$ cat src/rtl/core/msd_pkg.sv
// ----------------------------------------------------------------------------
// msd_pkg: shared types and constants of the multi-switch debouncer
// Holds the switch mode encoding, the per-switch state entry, the step result
// and the configuration register indexes.
// ----------------------------------------------------------------------------
package msd_pkg;

   localparam int MSD_NUM_SWITCHES = 16;

   localparam int INDEX_W   = 5;
   localparam int RUN_W     = 8;
   localparam int LEVELS_W  = 16;
   localparam int CSR_IDX_W = 1;
   localparam int CSR_DATA_W = 16;

   localparam logic [CSR_IDX_W-1:0] CSR_SETTLE_COUNT  = 1'b0;
   localparam logic [CSR_IDX_W-1:0] CSR_ACTIVE_LEVELS = 1'b1;

   localparam logic [RUN_W-1:0]    SETTLE_COUNT_RESET  = 8'd10;
   localparam logic [LEVELS_W-1:0] ACTIVE_LEVELS_RESET = 16'h0000;

   typedef enum logic [1:0] {
      MODE_RELEASED = 2'd0,
      MODE_BOUNCING = 2'd1,
      MODE_PRESSED  = 2'd2
   } mode_type;

   typedef struct packed {
      mode_type         mode;
      logic [RUN_W-1:0] active_run;
      logic [RUN_W-1:0] inactive_run;
      logic             reported_level;
   } entry_type;

   typedef struct packed {
      logic level_valid;
      logic pressed_level;
   } step_out_type;

   typedef struct packed {
      logic pressed_level;
      logic level_valid;
      logic status;
   } result_type;

endpackage

$ cat src/rtl/core/multi_switch_debouncer.sv
// ----------------------------------------------------------------------------
// multi_switch_debouncer: counter-based debouncer for a bank of switches
//
//   channel   direction  payload (lowest bit first)
//   req_      in         tdata: switch_index[4:0], pin_level, 2 zero bits
//   rsp_      out        tdata: status, level_valid, pressed_level, 5 zero bits
//   csr_      in         write enable, register index, write data
//
// One beat is accepted every cycle while the input register can move on. A
// beat waits in the input register, where the switch entry is read, updated
// and written back, and its result is loaded into the output register when
// the beat moves on, from where the result beat is offered. A stalled
// output register blocks the input register only when both are full.
// Reset is synchronous and puts every switch in released mode.
// ----------------------------------------------------------------------------
module multi_switch_debouncer
   import msd_pkg::*;
#(
   parameter int NUM_SWITCHES = MSD_NUM_SWITCHES
)
(
   input  logic                  clock,
   input  logic                  reset,
   input  logic                  req_tvalid,
   output logic                  req_tready,
   input  logic [7:0]            req_tdata,   // switch_index[4:0], pin_level[5]
   output logic                  rsp_tvalid,
   input  logic                  rsp_tready,
   output logic [7:0]            rsp_tdata,   // status[0], level_valid[1], pressed_level[2]
   input  logic                  csr_we,
   input  logic [CSR_IDX_W-1:0]  csr_index,
   input  logic [CSR_DATA_W-1:0] csr_wdata
);

   localparam int ROW_W = (NUM_SWITCHES > 1) ? $clog2(NUM_SWITCHES) : 1;

   logic [RUN_W-1:0]    settle_ff, settle_in;
   logic [LEVELS_W-1:0] levels_ff, levels_in;

   logic                s1_valid_ff, s1_valid_in;
   logic [INDEX_W-1:0]  s1_index_ff;
   logic                s1_pin_ff;

   logic                rsp_valid_ff, rsp_valid_in;
   result_type          rsp_data_ff, rsp_data_in;

   entry_type           entry_ff [NUM_SWITCHES];

   logic                s1_advance;
   logic                in_range;
   logic [ROW_W-1:0]    row;
   logic                act_lvl;
   logic                active;
   entry_type           cur_entry;
   entry_type           nxt_entry;
   step_out_type        step_out;

   // Configuration registers.
   always_comb begin
      settle_in = settle_ff;
      levels_in = levels_ff;
      if (csr_we) begin
         unique case (csr_index)
            CSR_SETTLE_COUNT:  settle_in = csr_wdata[RUN_W-1:0];
            CSR_ACTIVE_LEVELS: levels_in = csr_wdata[LEVELS_W-1:0];
            default: begin
               settle_in = settle_ff;
               levels_in = levels_ff;
            end
         endcase
      end
   end

   always_ff @(posedge clock) begin
      if (reset) begin
         settle_ff <= SETTLE_COUNT_RESET;
         levels_ff <= ACTIVE_LEVELS_RESET;
      end else begin
         settle_ff <= settle_in;
         levels_ff <= levels_in;
      end
   end

   // Handshake: the input register moves on whenever the output register
   // is empty or being drained.
   assign s1_advance = s1_valid_ff && (!rsp_valid_ff || rsp_tready);
   assign req_tready = !s1_valid_ff || s1_advance;

   assign s1_valid_in  = req_tready ? req_tvalid : s1_valid_ff;
   assign rsp_valid_in = s1_advance ? 1'b1 : (rsp_tready ? 1'b0 : rsp_valid_ff);

   always_ff @(posedge clock) begin
      if (reset) begin
         s1_valid_ff  <= 1'b0;
         rsp_valid_ff <= 1'b0;
      end else begin
         s1_valid_ff  <= s1_valid_in;
         rsp_valid_ff <= rsp_valid_in;
      end
   end

   always_ff @(posedge clock) begin
      if (req_tvalid && req_tready) begin
         s1_index_ff <= req_tdata[INDEX_W-1:0];
         s1_pin_ff   <= req_tdata[INDEX_W];
      end
      rsp_data_ff <= rsp_data_in;
   end

   // Switch lookup and update.
   assign in_range  = {1'b0, s1_index_ff} < (INDEX_W + 1)'(NUM_SWITCHES);
   assign row       = s1_index_ff[ROW_W-1:0];
   assign cur_entry = entry_ff[row];
   // Only the first sixteen switches have an active-level bit.
   assign act_lvl   = s1_index_ff[4] ? 1'b0 : levels_ff[s1_index_ff[3:0]];
   assign active    = (s1_pin_ff == act_lvl);

   msd_step u_step (
      .cur_entry    (cur_entry),
      .active       (active),
      .settle_count (settle_ff),
      .nxt_entry    (nxt_entry),
      .step_out     (step_out)
   );

   always_ff @(posedge clock) begin
      if (reset) begin
         for (int i = 0; i < NUM_SWITCHES; i++) begin
            entry_ff[i] <= '{mode: MODE_RELEASED, default: '0};
         end
      end else if (s1_advance && in_range) begin
         entry_ff[row] <= nxt_entry;
      end
   end

   always_comb begin
      rsp_data_in = rsp_data_ff;
      if (s1_advance) begin
         rsp_data_in.status        = !in_range;
         rsp_data_in.level_valid   = in_range && step_out.level_valid;
         rsp_data_in.pressed_level = in_range && step_out.pressed_level;
      end
   end

   assign rsp_tvalid = rsp_valid_ff;
   assign rsp_tdata  = {5'b00000, rsp_data_ff};

endmodule

$ cat src/rtl/core/msd_step.sv
// ----------------------------------------------------------------------------
// msd_step: next-state logic for one switch poll
// Takes the current state entry of one switch and whether the sampled pin is
// at its active level, and returns the updated entry and the reported level.
// ----------------------------------------------------------------------------
module msd_step
   import msd_pkg::*;
(
   input  entry_type        cur_entry,
   input  logic             active,
   input  logic [RUN_W-1:0] settle_count,
   output entry_type        nxt_entry,
   output step_out_type     step_out
);

   // Run counters stop at the threshold, so they never wrap.
   function automatic logic [RUN_W-1:0] bump(input logic [RUN_W-1:0] run,
                                             input logic [RUN_W-1:0] limit);
      bump = (run < limit) ? run + 1'b1 : run;
   endfunction

   always_comb begin
      nxt_entry = cur_entry;
      step_out  = '0;
      unique case (cur_entry.mode)
         MODE_RELEASED: begin
            if (active) begin
               nxt_entry.mode         = MODE_BOUNCING;
               nxt_entry.inactive_run = '0;
            end else begin
               nxt_entry.reported_level = 1'b0;
            end
            step_out.level_valid   = 1'b1;
            step_out.pressed_level = nxt_entry.reported_level;
         end
         MODE_BOUNCING: begin
            if (active) begin
               nxt_entry.active_run   = bump(cur_entry.active_run, settle_count);
               nxt_entry.inactive_run = '0;
            end else begin
               nxt_entry.inactive_run = bump(cur_entry.inactive_run, settle_count);
               nxt_entry.active_run   = '0;
            end
            // The released check comes last and wins when both runs qualify.
            if (nxt_entry.active_run >= settle_count) begin
               nxt_entry.mode = MODE_PRESSED;
            end
            if (nxt_entry.inactive_run >= settle_count) begin
               nxt_entry.mode = MODE_RELEASED;
            end
         end
         MODE_PRESSED: begin
            if (!active) begin
               nxt_entry.active_run = '0;
               nxt_entry.mode       = MODE_BOUNCING;
            end else begin
               nxt_entry.reported_level = 1'b1;
            end
            step_out.level_valid   = 1'b1;
            step_out.pressed_level = nxt_entry.reported_level;
         end
         default: begin
            nxt_entry = cur_entry;
            step_out  = '0;
         end
      endcase
   end

endmodule

$ cat config.mk
export PLATFORM = sky130hd
export DESIGN_NAME = multi_switch_debouncer
export DESIGN_NICKNAME = d
export VERILOG_FILES = /design/src/rtl/core/msd_pkg.sv /design/src/rtl/core/multi_switch_debouncer.sv /design/src/rtl/core/msd_step.sv
export SDC_FILE = /design/constraint.sdc
export NUM_CORES = 1
export LEC_CHECK = 0
export ABC_CLOCK_PERIOD_IN_PS = 7100
export BUFFER_PORTS_ARGS = -buffer_cell sky130_fd_sc_hd__buf_4
export CAP_MARGIN = 20
export CORE_MARGIN = 3
export CORE_UTILIZATION = 49
export DETAILED_ROUTE_END_ITERATION = 8
export PLACE_DENSITY = 0.67
export SLEW_MARGIN = 20
export SYNTH_ARGS = -nofsm -noshare
export SYNTH_HDL_FRONTEND = slang
export SYNTH_SLANG_ARGS = --single-unit
$ cat constraint.sdc
create_clock -name clock -period 7.1 [get_ports clock]
set_input_delay 0.355 -clock clock [delete_from_list [all_inputs] [get_ports clock]]
set_output_delay 0.355 -clock clock [all_outputs]
set_load 0.01 [all_outputs]
== Yosys cells after proc, flatten, opt, wreduce, memory -nomap -nowiden ==
Memory sizes are Yosys's and may differ from the RTL's. A register that Yosys moved wholly into a read port is not among the register bits.
Index checks and enable logic that the tools add are counted.
Word-level totals
  register bits: 35
  bits in writable memories: 304
  input port bits: 30
  output and inout port bits: 10
  logic and storage cells: 67
  memories: 1
Memory list
  entry_ff: words 16, width 19, rd ports 1, clocked after Yosys merged registers in 1, write ports 16, RTL line multi_switch_debouncer.sv:47  | entry_type entry_ff [NUM_SWITCHES];
Operators by class
  add/subtract/negate cells: 2
  $lt $le $gt $ge: 6
  eq/ne operators: 3
  mux-type cells: 30
  bitwise logic cells: 1
  reductions and logical operators: 15
Operators by type and width (count)
  $mux W16: 2
  $pmux W8 S2: 2
  $mux W8: 3
  $mux W19: 1
  $reduce_or A19 Y1: 1
  $add A8 B1 Y8 const B: 2
  $ge A8 B8 Y1: 2
  $lt A8 B8 Y1: 2
  $mux W1: 12
  $mux W10: 1
  $mux W4: 2
  $mux W2: 3
  $pmux W2 S3: 1
  $logic_and A1 B1 Y1: 5
  $lt A4 B5 Y1 const B: 1
  $lt A5 B5 Y1 const B: 1
  $bmux W1 S4: 1
  $pmux W2 S2: 1
  $reduce_and A2 Y1: 2
  $logic_not A1 Y1: 3
  $eq A2 B1 Y1 const B: 1
  $eq A2 B2 Y1 const B: 1
  $logic_not A2 Y1: 1
  $logic_or A1 B1 Y1: 2
  4 further kinds: 4

== Logic depth before layout (Yosys ltp) ==
Gate-level depths: netlist (run 1).
  depth in word-level cells: 11
  mapped depth: 23
  gate-level depth less buffers: 18

== Hierarchy ==
From an unflattened synthesis (run 1), not the netlist that was laid out.
Unflattened totals
  cells, all modules: 1234
  area total of the unflattened synthesis: 17006.3 um^2
By module, submodules not included
  multi_switch_debouncer: times used 1, cells each 981, area each 15248.4 um^2, sequential area each 9999.6 um^2
  msd_step: times used 1, cells each 253, area each 1757.9 um^2, sequential area each 0.0 um^2

== Least setup slack after synthesis (run 1) ==
OpenSTA, ideal clock, no wires.
  path kind: register to register
  from: register with a tool-made name
  to: memory entry_ff[12][18] (netlist name) (data pin)
  setup time: 0.271 ns
  arrival: 5.263 ns
  required time: 6.829 ns
  path slack: 1.566 ns
  stages on the path, launching flop included: 23
  buffers on the path: 5
  cells stage by stage: dfxtp_1 buf_2 buf_2 buf_2 buf_1 mux4_2 mux4_2 ha_1 nand4_1 a21oi_1 a221oi_1 o21a_1 xnor2_1 nand2_1 ha_1 nand2b_1 a21o_1 a21o_1 a211oi_1 o21ai_0 a41oi_2 buf_2 nor3_1
RTL lines (RTL line)
  end: declaration: multi_switch_debouncer.sv:47

==> flow_metrics.py, run 1 <==
metrics = {
    "synthesis": {
        "synth_adder_area_share": 0.0271,
        "postSynthAreaPerCell_um2": 13.4,
        "synth_top_family_by_area": "multiplexers",
        "synth_edf_count": 313,
        "synth_compound_area_frac": 0.0650,
        "synth_seq_area_share": 0.602,
        "synthXorXnorAreaFrac": 0.00935,
        "syn_area_mm2": 0.0166,
        "synth_top_flop_cell": "edfxtp_1",
        "synthSimpleGateAreaFrac": 0.124,
        "synth_top_area_cell": "edfxtp_1",
        "synth_cell_type_count": 80,
        "synthArstFlopShare": 0,
        "synthMuxAreaShare": 0.135,
        "yosys_register_bits": 343,
        "synth_top_cell_area_share": 0.566,
        "synthCells": 1240,
        "synth_area_leaders": "edfxtp_1, mux4_2, nor2_1, dfxtp_1, ha_1",
        "yosysWarnings": 0,
        "yosysMostFrequentCell": "edfxtp_1",
        "synth_common_cells": "edfxtp_1, nor2_1, mux4_2, nand2_1, clkbuf_1",
    },
    "critical_path": {
        "cp_cell_sequence": "buf_12 -> mux4_2 -> a22oi_1 -> nand2_1 -> ha_1 -> a21o_1 -> a21o_1 -> a221oi_1 -> o21a_1 -> xnor2_1 -> nand2_1 -> ha_1 -> nand2b_1 -> a21o_1 -> a21o_1 -> a211oi_1 -> o21ai_0 -> a41oi_2 -> nor3_1",
        "crit_fanout": 40,
        "startpoint_type": "flip-flop",
        "cp-end-kind": "flip-flop",
        "reg2reg_setup_slack_ns": 0.90,
        "critPathKind": "reg2reg",
        "crit_path_frequent_cell": "a21o_1",
        "cp_top_family": "compound AO/OA/AOI/OAI gates",
        "worst-path-buf-inv": 1,
        "slowest_delay_ns": 0.78,
        "cp.arrival_ns": 6.45,
        "rr_worst_depth": 19,
        "required_ns": 7.35,
        "rr_endpoint": "entry_ff[1][18]",
        "worst_path_max_delay_cell": "a41oi_2",
    },
    "placement": {
        "portBuffers": 32,
        "place_ws_ns": 0.979,
        "routabilityCongestion": 0.849,
        "dpl.hpwl_mm": 26.1,
        "dpl_cell_area_mm2": 0.0172,
        "dpl.cell_count": 1656,
    },
    "timing": {
        "period_needed_ns": 6.20,
        "holdWs_ns": 0.0202,
        "period_share": 0.873,
        "setup_viol": 0,
        "hold_viol": 0,
        "setup_slack_ns": 0.901,
        "skew_ns": 0.0224,
        "tightestPinTransition_ns": 0.997,
        "fin_tns_setup_ns": 0,
        "slew_violations": 0,
        "worst_slew_margin_rel": 0.316,
        "rsz0062_at_grt": "false",
        "fmax_mhz": 161,
    },
    "clock_tree": {
        "cts_resized": 0,
        "cts.reportedPaths.clkPinSlew_ns": 0.06,
        "numCtsBuffers": 37,
        "cts_tree": "yes",
        "root_buffer": "clkbuf_16",
        "cts_max_level": 2,
        "clk_path_buf_depth": 3,
        "clk_latency_ns": 0.53,
        "cts.sinks": 343,
        "postCtsHoldBufs": 0,
        "post_cts_buffers": 0,
    },
    "final_layout": {
        "diodes": 0,
        "drive_gt1_frac": 0.209,
        "nFillCells": 2621,
        "syn2layout_area_growth_pct": 10.8,
        "final_cells": 1721,
        "finish.utilization": 0.558,
        "final_nets": 1319,
        "design_area_mm2": 0.0184,
    },
    "route": {
        "vias_per_cell": 6.11,
        "wl_per_cell_um": 25.2,
        "dr.pass1.iters": 5,
        "wl_mm": 43.4,
        "ant_nets": 0,
        "drc_errors": 0,
        "vias": 10500,
        "first_iter_violations": 1168,
    },
    "pwr": {
        "ir_worst_vdd_mv": 0.149,
        "power.density_mw_per_mm2": 269,
        "finalPower_mw": 4.96,
        "power_leakage_nw": 6.39,
    },
    "die": {
        "die_y_um": 190,
        "die_x_um": 190,
        "rows": 66,
        "design.core.area_mm2": 0.0329,
        "dieArea_mm2": 0.0361,
        "start_util": 0.504,
        "boundaryPins": 40,
    },
    "min_path": {
        "min_from": "req_tdata[4]",
        "hp-class": "in2reg",
        "hold_path_depth": 1,
        "hold_path_end": "s1_index_ff[4]",
    },
    "job": {
        "cap_violations": 0,
    },
    "global_route": {
        "grt-ovfl-total": 0,
        "grt_pass1_wl_mm": 65.1,
        "grt_use_total": 0.243,
        "grt_max_degree": 45,
        "antenna_found_initial": 0,
        "grt_pass1_vias": 10500,
    },
    "status": {
        "status": "finished clean",
    },
}
==> kinds of logic (layout without fill, tap and decap cells) <==
kind of cell	count (synthesis)	in the layout
multiplexers	107	107
AO/OA/AOI/OAI	142	142
flip-flops	343	343
other	1	5
AND/OR/NAND/NOR	469	469
adder cells (fa/ha/maj)	36	36
XOR/XNOR	16	16
buffers and inverters	126	161
==> layout make-up <==
type	instances	area [µm²]	area share
Inverter	23	86.3	0.00469
Tap cell	442	553	0.0301
Clock buffer	46	960	0.0522
Timing Repair Buffer	73	586	0.0318
Clock inverter	19	170	0.00925
Multi-Input combinational cell	775	6030	0.328
Sequential cell	343	10000	0.544
==> cells in the final DEF (no fill, tap or decap), drive strengths merged, types with 5 or more instances in the layout <==
cell    instances
nor2b           7
mux4           92
nand2          76
nand2b         24
xnor2          12
buf            73
a211oi         28
o21ai           8
a21o           10
conb            5
mux2i           5
ha             36
and2            7
a21oi          49
inv            23
nand4           8
mux2           10
nand3           9
and3            5
dfxtp          30
clkbuf         46
clkinv         16
o211a           5
edfxtp        313
nor2          290
a22oi           7
nor3           26
==> power breakdown <==
group | total, mW | switching [mW] | leakage (nW) | internal [mW]
clock | 1.81 | 0.775 | 0.548 | 1.04
sequential | 2.31 | 0.0387 | 3.48 | 2.27
combinational | 0.830 | 0.537 | 2.37 | 0.293
==> worst max path at each step <==
stage	from	to	slack, ns	cells after the start
floorplan	flip-flop	entry_ff[12][18]	1.57	22
global placement	flip-flop	entry_ff[3][18]	1.05	19
detailed placement	flip-flop	entry_ff[2][18]	0.98	19
CTS	flip-flop	entry_ff[2][18]	0.99	19
global route	flip-flop	entry_ff[14][18]	0.58	19
finish	flip-flop	entry_ff[1][18]	0.90	19
==> registers in the layout, summed over array words and instances, names as in the netlist, named ones only <==
| signal | count |
|---|---|
| rsp_tvalid | 1 |
| s1_valid_ff | 1 |
| rsp_tdata | 3 |
| s1_pin_ff | 1 |
| s1_index_ff | 5 |
| settle_ff | 8 |
| entry_ff | 304 |
| levels_ff | 16 |
==> routing by layer <==
metal	global-route usage	share of wire	vias up
met3	0.0461	0.094	88
li1	-	-	4623
met1	0.337	0.40	5292
met5	0	0	-
met2	0.393	0.47	510
met4	0.0751	0.030	0
No activity file was read; power rests on OpenSTA's default activity.
==> inputs of run 2 (changes only) <==
--- a/config.mk
+++ b/config.mk
@@ -5,7 +5,7 @@
 export SDC_FILE = /design/constraint.sdc
 export NUM_CORES = 1
 export LEC_CHECK = 0
-export ABC_CLOCK_PERIOD_IN_PS = 7100
+export ABC_CLOCK_PERIOD_IN_PS = 7000
 export BUFFER_PORTS_ARGS = -buffer_cell sky130_fd_sc_hd__buf_4
 export CAP_MARGIN = 20
 export CORE_MARGIN = 3
==> constraint.sdc (replaced) <==
create_clock -name clock -period 7 [get_ports clock]
set_input_delay 0.35 -clock clock [delete_from_list [all_inputs] [get_ports clock]]
set_output_delay 0.35 -clock clock [all_outputs]
set_load 0.01 [all_outputs]
==> flow_metrics.py, run 2 (synthesized netlist as in run 1, its figures left out) <==
metrics = {
    "placement": {
        "portBuffers": 32,
        "dpl.cell_count": 1664,
        "dpl.hpwl_mm": 26.7,
        "place_ws_ns": 0.970,
        "dpl_cell_area_mm2": 0.0173,
        "routabilityCongestion": 0.841,
    },
    "global_route": {
        "grt_pass1_vias": 10500,
        "grt_pass1_wl_mm": 64.7,
        "antenna_found_initial": 0,
        "grt_max_degree": 45,
        "grt_use_total": 0.242,
        "grt-ovfl-total": 0,
    },
    "clock_tree": {
        "cts_tree": "yes",
        "clk_latency_ns": 0.53,
        "clk_path_buf_depth": 3,
        "cts.sinks": 343,
        "cts.reportedPaths.clkPinSlew_ns": 0.06,
        "postCtsHoldBufs": 3,
        "cts_resized": 0,
        "cts_max_level": 2,
        "root_buffer": "clkbuf_16",
        "post_cts_buffers": 0,
        "numCtsBuffers": 38,
    },
    "final_layout": {
        "syn2layout_area_growth_pct": 11.7,
        "regArea_mm2": 0.0100,
        "final_nets": 1332,
        "drive_gt1_frac": 0.217,
        "max_flop_register": "entry_ff",
        "final_cells": 1734,
        "finish.utilization": 0.563,
        "largest_register_ffs": 304,
        "layout_commonest_cell": "edfxtp_1",
        "reg_top3": "entry_ff (304), levels_ff (16), settle_ff (8)",
        "nFillCells": 2654,
        "diodes": 0,
        "final_cell_mix": "edfxtp_1, nor2_1, mux4_2",
        "multi_input_area_mm2": 0.00601,
        "design_area_mm2": 0.0186,
    },
    "route": {
        "dr.pass1.iters": 5,
        "vias_per_cell": 6.13,
        "first_iter_violations": 1085,
        "wl_mm": 43.6,
        "ant_nets": 0,
        "drc_errors": 0,
        "wl_per_cell_um": 25.2,
        "vias": 10600,
    },
    "die": {
        "die_x_um": 190,
        "design.core.area_mm2": 0.0329,
        "die_y_um": 190,
        "dieArea_mm2": 0.0361,
        "start_util": 0.504,
        "rows": 66,
        "boundaryPins": 40,
    },
    "timing": {
        "skew_ns": 0.0144,
        "holdWs_ns": 0.0207,
        "tightestPinTransition_ns": 0.955,
        "hold_viol": 0,
        "rsz0062_at_grt": "false",
        "period_needed_ns": 6.09,
        "slew_violations": 0,
        "setup_viol": 0,
        "fmax_mhz": 164,
        "setup_slack_ns": 0.911,
        "worst_slew_margin_rel": 0.345,
        "fin_tns_setup_ns": 0,
        "period_share": 0.870,
    },
    "pwr": {
        "finalPower_mw": 5.15,
        "p_sw_mw": 1.39,
        "ir_worst_vdd_mv": 0.169,
        "power.density_mw_per_mm2": 277,
        "sequentialPowerShare": 0.457,
        "combinationalPowerShare": 0.162,
        "p_clk_frac": 0.381,
        "swShare": 0.270,
        "internal_power_mw": 3.76,
        "power_leakage_nw": 6.48,
    },
    "status": {
        "status": "finished clean",
    },
    "critical_path": {
        "cp.arrival_ns": 6.44,
        "required_ns": 7.35,
        "crit_fanout": 38,
        "cp-end-kind": "flip-flop",
        "startpoint_type": "flip-flop",
        "critPathKind": "reg2reg",
    },
    "job": {
        "cap_violations": 0,
    },
    "min_path": {
        "hp-class": "in2reg",
    },
}
-- run 2: cell type report --
type                            instances  share of cell area
Tap cell                              442              0.0298
Timing Repair Buffer                   85              0.0362
Inverter                               23             0.00465
Clock buffer                           48              0.0550
Sequential cell                       343               0.540
Clock inverter                         18              0.0109
Multi-Input combinational cell        775               0.324
-- run 2: layer usage --
layer / part of all wire / vias to the layer above / GRT usage
met5: 0 / - / 0
met4: 0.026 / 0 / 0.0745
met3: 0.089 / 80 / 0.0409
met2: 0.48 / 495 / 0.395
met1: 0.41 / 5419 / 0.338
li1: - / 4642 / -
-- run 2: final timing paths --
path	startpoint	cells after the start	to	slack, ns
min	req_tdata[0]	1	s1_index_ff[0]	0.02
min reg2reg	levels_ff[15]	2	levels_ff[15]	0.46
max reg2reg	flip-flop	19	entry_ff[15][17]	0.91
max	flip-flop	19	entry_ff[15][17]	0.91
-- run 2: power by group through the flow --
| stage | Sequential, mW | Clock (mW) | Combinational, mW |
|---|---|---|---|
| CTS | 2.35 | 1.99 | 0.819 |
| finish | 2.35 | 1.96 | 0.832 |
| global route | 2.36 | 2.06 | 0.898 |
| detailed placement | 2.40 | 0 | 0.817 |
| floorplan | 2.36 | 0 | 0.622 |
| global placement | 2.39 | 0 | 0.804 |
-- run 2: worst max-delay path: stages, from the launching register on --
cell,delay (ns)
dfxtp_4,0.73
buf_4,0.38
buf_4,0.24
mux4_2,0.33
mux4_2,0.55
ha_1,0.33
nand4_1,0.08
a21oi_1,0.06
a221oi_1,0.59
o21a_1,0.31
xnor2_1,0.15
nand2_1,0.08
ha_1,0.31
nand2b_1,0.14
a21o_1,0.17
a21o_1,0.18
a211oi_1,0.24
o21ai_0,0.23
a21bo_1,0.45
a211oi_1,0.31
==> inputs of run 3 (changes only) <==
--- a/config.mk
+++ b/config.mk
@@ -11,7 +11,9 @@
 export CORE_MARGIN = 3
 export CORE_UTILIZATION = 49
 export DETAILED_ROUTE_END_ITERATION = 8
+export MAX_ROUTING_LAYER = met4
 export PLACE_DENSITY = 0.67
+export REMOVE_ABC_BUFFERS = 1
 export SLEW_MARGIN = 20
 export SYNTH_ARGS = -nofsm -noshare
 export SYNTH_HDL_FRONTEND = slang
==> flow_metrics.py, run 3 (synthesized netlist as in run 1, its figures left out) <==
metrics = {
    "final_layout": {
        "max_flop_register": "entry_ff",
        "reg_top3": "entry_ff (304), levels_ff (16), settle_ff (8)",
        "diodes": 0,
        "layout_commonest_cell": "edfxtp_1",
        "largest_register_ffs": 304,
        "syn2layout_area_growth_pct": 11.5,
        "final_cell_mix": "edfxtp_1, nor2_1, mux4_2",
        "finish.utilization": 0.562,
        "final_nets": 1334,
        "drive_gt1_frac": 0.215,
    },
    "timing": {
        "tightestPinTransition_ns": 1.07,
        "rsz0062_at_grt": "false",
        "fmax_mhz": 160,
        "skew_ns": 0.0154,
        "period_share": 0.895,
        "period_needed_ns": 6.26,
        "hold_viol": 0,
        "slew_violations": 0,
        "worst_slew_margin_rel": 0.282,
        "setup_viol": 0,
        "setup_slack_ns": 0.738,
    },
    "die": {
        "start_util": 0.504,
        "die_y_um": 190,
        "rows": 66,
        "dieArea_mm2": 0.0361,
        "design.core.area_mm2": 0.0329,
        "boundaryPins": 40,
        "die_x_um": 190,
    },
    "clock_tree": {
        "post_cts_buffers": 0,
        "root_buffer": "clkbuf_16",
        "clk_path_buf_depth": 3,
        "clk_latency_ns": 0.53,
        "numCtsBuffers": 38,
        "cts_max_level": 2,
        "cts.reportedPaths.clkPinSlew_ns": 0.06,
        "cts.sinks": 343,
        "cts_tree": "yes",
    },
    "global_route": {
        "antenna_found_initial": 0,
        "grt_use_total": 0.259,
        "grt_pass1_vias": 10800,
        "grt-ovfl-total": 0,
        "grt_max_degree": 45,
        "grt_pass1_wl_mm": 67.4,
    },
    "status": {
        "status": "finished clean",
    },
    "min_path": {
        "hp-class": "in2reg",
    },
    "job": {
        "cap_violations": 0,
    },
    "placement": {
        "routabilityCongestion": 0.836,
        "portBuffers": 32,
        "dpl.hpwl_mm": 27.2,
        "place_ws_ns": 0.750,
    },
    "critical_path": {
        "crit_fanout": 19,
        "critPathKind": "reg2reg",
        "cp.arrival_ns": 6.61,
        "cp_top_family": "compound AO/OA/AOI/OAI gates",
        "worst_path_max_delay_cell": "dfxtp_4",
        "cp-end-kind": "flip-flop",
        "startpoint_type": "flip-flop",
        "required_ns": 7.35,
        "cp_cell_sequence": "buf_4 -> mux4_2 -> a22o_1 -> or2_2 -> ha_1 -> a211oi_1 -> o21ai_0 -> a221oi_1 -> nand2_4 -> xnor2_1 -> nand2_1 -> ha_1 -> nand2b_1 -> a21o_1 -> a21o_1 -> a211oi_1 -> o31a_1 -> a41oi_2 -> nor3_1",
        "slowest_delay_ns": 0.62,
        "worst-path-buf-inv": 1,
    },
    "route": {
        "wl_mm": 44.9,
        "vias": 10700,
        "wl_per_cell_um": 25.8,
        "vias_per_cell": 6.14,
        "ant_nets": 0,
        "drc_errors": 0,
        "dr.pass1.iters": 5,
        "first_iter_violations": 1115,
    },
    "pwr": {
        "ir_worst_vdd_mv": 0.140,
        "power_leakage_nw": 6.46,
        "power.density_mw_per_mm2": 274,
    },
}
[run 3: cell types whose count changed in the layout (fill, tap and decap cells not counted), moves of 2 or more]
cell / before / now
clkinv_1: 5 / 12
clkinv_4: 3 / 0
nand2b_1: 23 / 21
clkinv_2: 6 / 4
dlygate4sd3_1: 3 / 1
a211oi_2: 5 / 3
nand2b_2: 1 / 3
a211oi_4: 3 / 5
buf_4: 80 / 84
[run 3: power by group]
| part | leakage, nW | switching (mW) | internal [mW] |
|---|---|---|---|
| Combinational | 2.42 | 0.542 | 0.301 |
| Clock | 0.565 | 0.789 | 1.10 |
| Sequential | 3.48 | 0.0441 | 2.31 |
| Total | 6.46 | 1.38 | 3.70 |
[run 3: area by class of cell]
class                      instances  area, µm²
clock buffer                      48       1010
clock inverter                    19        158
timing repair buffer              87        668
multi-input combinational        775       6020
fill                            2628      14400
inverter                          23       86.3
sequential                       343      10000
tap                              442        553
[run 3: final timing paths]
kind	start	end	slack, ns	cells after the start
setup / recovery	flip-flop	entry_ff[14][18]	0.74	19
hold / removal	req_tdata[5]	s1_pin_ff	0.02	1
setup reg to reg	flip-flop	entry_ff[14][18]	0.74	19
hold reg to reg	levels_ff[14]	levels_ff[14]	0.45	2
[run 3: what timing repair did]
action / 4_1_cts / 5_1_grt
gates resized for setup: 0 / 0
hold buffers: 1 / 0
hold endpoints to repair: 1 / 0
[run 3: per-layer routing]
layer | share of wire | vias up | GRT usage
li1 | - | 4646 | -
met1 | 0.38 | 5383 | 0.344
met2 | 0.49 | 553 | 0.421
met3 | 0.096 | 85 | 0.0446
met4 | 0.027 | 0 | 0.0654
met5 | 0 | - | -
[run 3: through the flow]
stage	area [µm²]	std cells	hold WS (ns)	setup TNS [ns]	total power [mW]
after detailed placement	17300	1668	0.449	0	3.22
after global routing	18500	1737	0.00348	0	5.26
after CTS	18500	1736	0.00168	0	5.09
after floorplan	16100	1141	0.419	-26.82	2.94
after global placement	17300	1667	0.442	0	3.20
final	18500	1737	0.0168	0	5.08
